[config.mk]
export PLATFORM = sky130hd
export DESIGN_NAME = gbf_ram
export DESIGN_NICKNAME = d
export VERILOG_FILES = /design/src/sv/gbf_ram.sv
export SDC_FILE = /design/constraint.sdc
export NUM_CORES = 1
export LEC_CHECK = 0
export BUFFER_PORTS_ARGS = -buffer_cell sky130_fd_sc_hd__buf_4
export CAP_MARGIN = 10
export CORE_ASPECT_RATIO = 1.1
export CORE_MARGIN = 5
export CORE_UTILIZATION = 45
export DETAILED_ROUTE_END_ITERATION = 12
export GPL_TIMING_DRIVEN = 0
export MAX_ROUTING_LAYER = met4
export PLACE_DENSITY = 0.65
export SYNTH_ARGS = -nofsm -noshare
export SYNTH_HDL_FRONTEND = slang
export SYNTH_SLANG_ARGS = --single-unit
[constraint.sdc]
create_clock -name clock -period 3.5 [get_ports clock]
set_input_delay 0.7 -clock clock [delete_from_list [all_inputs] [get_ports clock]]
set_output_delay 0.7 -clock clock [all_outputs]
set_load 0.01 [all_outputs]
[src/sv/gbf_ram.sv]
`default_nettype none
module gbf_ram #(
   parameter int WIDTH = 8,
   parameter int DEPTH = 16
) (
   input  wire logic                     clock,
   input  wire logic                     we,
   input  wire logic [$clog2(DEPTH)-1:0] waddr,
   input  wire logic [WIDTH-1:0]         wdata,
   input  wire logic [$clog2(DEPTH)-1:0] raddr,
   output logic      [WIDTH-1:0]         rdata
);
   logic [WIDTH-1:0] mem [DEPTH];

   always_ff @(posedge clock) begin
      if (we) begin
         mem[waddr] <= wdata;
      end
      rdata <= mem[raddr];
   end
endmodule
`default_nettype wire

======== Word level (Yosys, flattened, before mapping) ========
Memories as Yosys holds them, arrays and structs flattened. A register that Yosys moved wholly into a read port is not among the register bits.
Index checks and enable logic that the tools add are counted.
word-level totals
  output and inout bits ................... 8
  memories ................................ 1
  bits in registers ....................... 0
  word-level logic and storage cells ...... 3
  RAM bits ................................ 128
  bits of input ports ..................... 18
memory list
  memory  words  bits a word  rd ports  clocked after memory_dff  write ports  line  source
  mem     16     8            1         1                         1            13    logic [WIDTH-1:0] mem [DEPTH];
cells by class
  multiplexer cells ....................... 2
operator list
  operator           count
  1-bit two-way mux  2

======== Logic depth before layout (Yosys ltp) ========
  depth after elaboration ................. 2
  mapped depth ............................ 5

======== Worst setup path after synthesis ========
No wires, ideal clock.
  path kind ............................... in2reg
  start ................................... input port waddr[2]
  end ..................................... memory mem[0][0], enable pin
  data arrival time ....................... 1.810 ns
  slack ................................... 1.307 ns
  stages on the path ...................... 2
  data required time ...................... 3.117 ns
  library setup time ...................... 0.383 ns
  cell sequence ........................... or3b_2 > nor3_1
RTL lines
  element      line  source
  from (decl)  8     input wire logic [$clog2(DEPTH)-1:0] waddr,
  to (decl)    13
No word-level cell before the write port.

======== Worst setup path after layout ========
  start ................................... input port waddr[2]
  end ..................................... memory mem[0][4], enable pin
No word-level cell before the write port.

==> impl_metrics.py <==
metrics = {
    "timing": {
        "fin_crit_sh_pct": 61.0,
        "finalSetupViolCount": 0,
        "worstMarginPinSlew_ps": 816,
        "clock_skew_ps": 4.01,
        "period_needed_ps": 2140,
        "clock.fmax_ghz": 0.468,
        "final.setup.tns_ps": 0,
        "rsz0062_at_grt": "false",
        "slew_viol_final": 0,
        "slew_headroom_pct": 45.4,
        "finalHoldViolCount": 0,
    },
    "pwr": {
        "power_density_nw_per_um2": 577,
        "leakage_nw": 2.02,
        "finalPower_mw": 3.48,
        "ir_drop_mv": 0.278,
    },
    "status": {
        "status": "finished, final reports clean",
    },
    "synth": {
        "ys_ff_latch": 136,
        "synth_area_um2": 5150,
        "netlist_instances": 229,
        "synth_cell_types": 19,
        "ys_warn_count": 0,
        "synth_nets": 247,
        "synth.area.top_cells": "edfxtp_1, mux4_2, mux4_1, dfxtp_1, a22oi_1",
        "synth_area_per_cell_um2": 22.5,
        "synth.largest_area_cell": "edfxtp_1",
        "synth_top_area_share_pct": 74.7,
        "ys_seq_area_share_pct": 77.8,
    },
    "place": {
        "place_inst": 404,
        "port_buffers": 24,
        "dp_hpwl_um": 6080,
        "gp_congestion": 0.760,
    },
    "critical_path": {
        "timing.rr.end": "rdata[0]",
        "cp_num_buf_inv": 2,
        "slowest_stage": "nor3_1",
        "r2r_start": "mem[1][0]",
        "max_stage_delay_ps": 630,
        "cp-end-kind": "flip-flop",
        "crit_arrival_ps": 2250,
        "crit_cells": 4,
        "path_delay_family": "simple AND/OR/NAND/NOR gates",
        "crit_top_cell": "buf_4",
        "timing_worst_setup_path_type": "input pin to flip-flop",
        "r2r_slack_ps": 2070,
        "path_cells": "buf_4, or3b_2, nor3_1, buf_4",
        "crit_required_ps": 3610,
        "startpoint_type": "input pin",
        "worstPathMaxFanout": 5,
        "r2r_cells": 3,
    },
    "final_layout": {
        "seq_area_um2": 4000,
        "final_cell_mix": "edfxtp_1, buf_4, mux4_2",
        "syn_to_final_growth_pct": 17.1,
        "layout_commonest_cell": "edfxtp_1",
        "drive_gt1_share_pct": 27.1,
        "fillers": 887,
        "stdcell_count": 438,
        "antenna_cells": 0,
        "multiInputGateArea_um2": 1060,
        "layout.nets": 294,
    },
    "detailed_routing": {
        "drt_first_pass_iters": 5,
        "route.detailed.drc": 0,
        "ant_nets": 0,
        "routed_via_density": 5.35,
        "drt_wl_total_um": 9440,
        "num_vias": 2343,
        "drt_iter0_markers": 123,
        "wl_per_cell_um": 21.6,
    },
    "global_routing": {
        "grt_pass1_vias": 2371,
        "gr-usage-all-layers_pct": 15.5,
        "antenna_found_initial": 0,
        "grt_overflow": 0,
        "grt_pass1_wl_um": 14400,
        "grt_start_max_net_pins": 17,
    },
    "cts": {
        "cts_max_level": 4,
        "cts_buffers": 17,
        "clk_latency_ps": 400,
        "cts_max_path_buffers": 2,
        "cts-root-buf": "clkbuf_16",
        "cts_resized": 0,
        "clk_pin_slew_worst_paths_ps": 50,
        "cts.sinks": 136,
        "cts_tree": "yes",
        "post_cts_buffers": 0,
        "hold_buffers": 0,
    },
    "die": {
        "core_um2": 11300,
        "start_util_pct": 45.4,
        "ios": 26,
        "die_width_um": 112,
        "die_h_um": 122,
        "rows": 41,
        "die_area_um2": 13700,
    },
    "hold_path": {
        "hold_start": "wdata[5]",
        "min_to": "mem[1][5]",
        "whs_path_depth": 1,
        "worstHoldPathType": "input pin to flip-flop",
    },
    "flow_run": {
        "maxCapViolCount": 0,
    },
}
metal layers:
| layer | vias to the layer above | track usage (%) | part of all wire (%) |
|---|---|---|---|
| met2 | 73 | 24.1 | 52 |
| met1 | 1191 | 19.6 | 40 |
| met5 | - | - | 0 |
| met4 | 0 | 6.09 | 1.3 |
| met3 | 9 | 4.32 | 6.4 |
| li1 | 1070 | - | - |
Yosys cell counts (all sizes together):
cell type and n:
clkdlybuf4s25 3, nand2 9, or3b 1, mux4 32
nand3 1, nor3 4, and2 1, dfxtp 8
nor2 13, nand2b 2, nor2b 1, a22oi 16
nand3b 2, and2b 1, buf 7, edfxtp 128
area by class of cell:
cell class | count | area share, %
Sequential cell | 136 | 66.4
Multi-Input combinational cell | 83 | 17.5
Clock buffer | 25 | 7.56
Timing Repair Buffer | 28 | 3.45
Tap cell | 150 | 3.11
Buffer | 10 | 1.43
Clock inverter | 6 | 0.457
flip-flops by register name, summed over array words and instances, names as in the netlist:
signal / count
mem: 128
rdata: 8
logic make-up after synthesis:
kind of cell / share of synthesized area [%]
AO/OA/AOI/OAI: 2.33
multiplexers: 15.0
AND/OR/NAND/NOR: 3.18
flip-flops: 77.8
buffers and inverters: 1.68
worst max-delay path by stage:
stage	startpoint	to	slack, ps
6_report	waddr[2]	mem[0][4]	1360
5_1_grt	waddr[2]	mem[0][4]	1280
4_1_cts	waddr[2]	mem[0][2]	1310
3_5_place_dp	waddr[2]	mem[0][4]	880
3_3_place_gp	waddr[2]	mem[0][4]	730
2_1_floorplan	waddr[2]	mem[0][0]	1310
power breakdown:
part	internal (mW)	total [mW]	switching (mW)
logic	0.0840	0.186	0.102
clock network	0.888	1.46	0.574
registers	1.82	1.83	0.00828
total	2.80	3.48	0.684
through the flow:
step	hold slack (ps)	util (%)	area, µm²	worst slack [ps]
after floorplan	629	-	5150	1310
after global placement	662	48.6	5520	729
after detailed placement	675	48.7	5520	882
after CTS	600	53.0	6010	1310
after global routing	610	53.2	6030	1280
final	619	53.2	6030	1360
(Power assumes the default switching activity.)
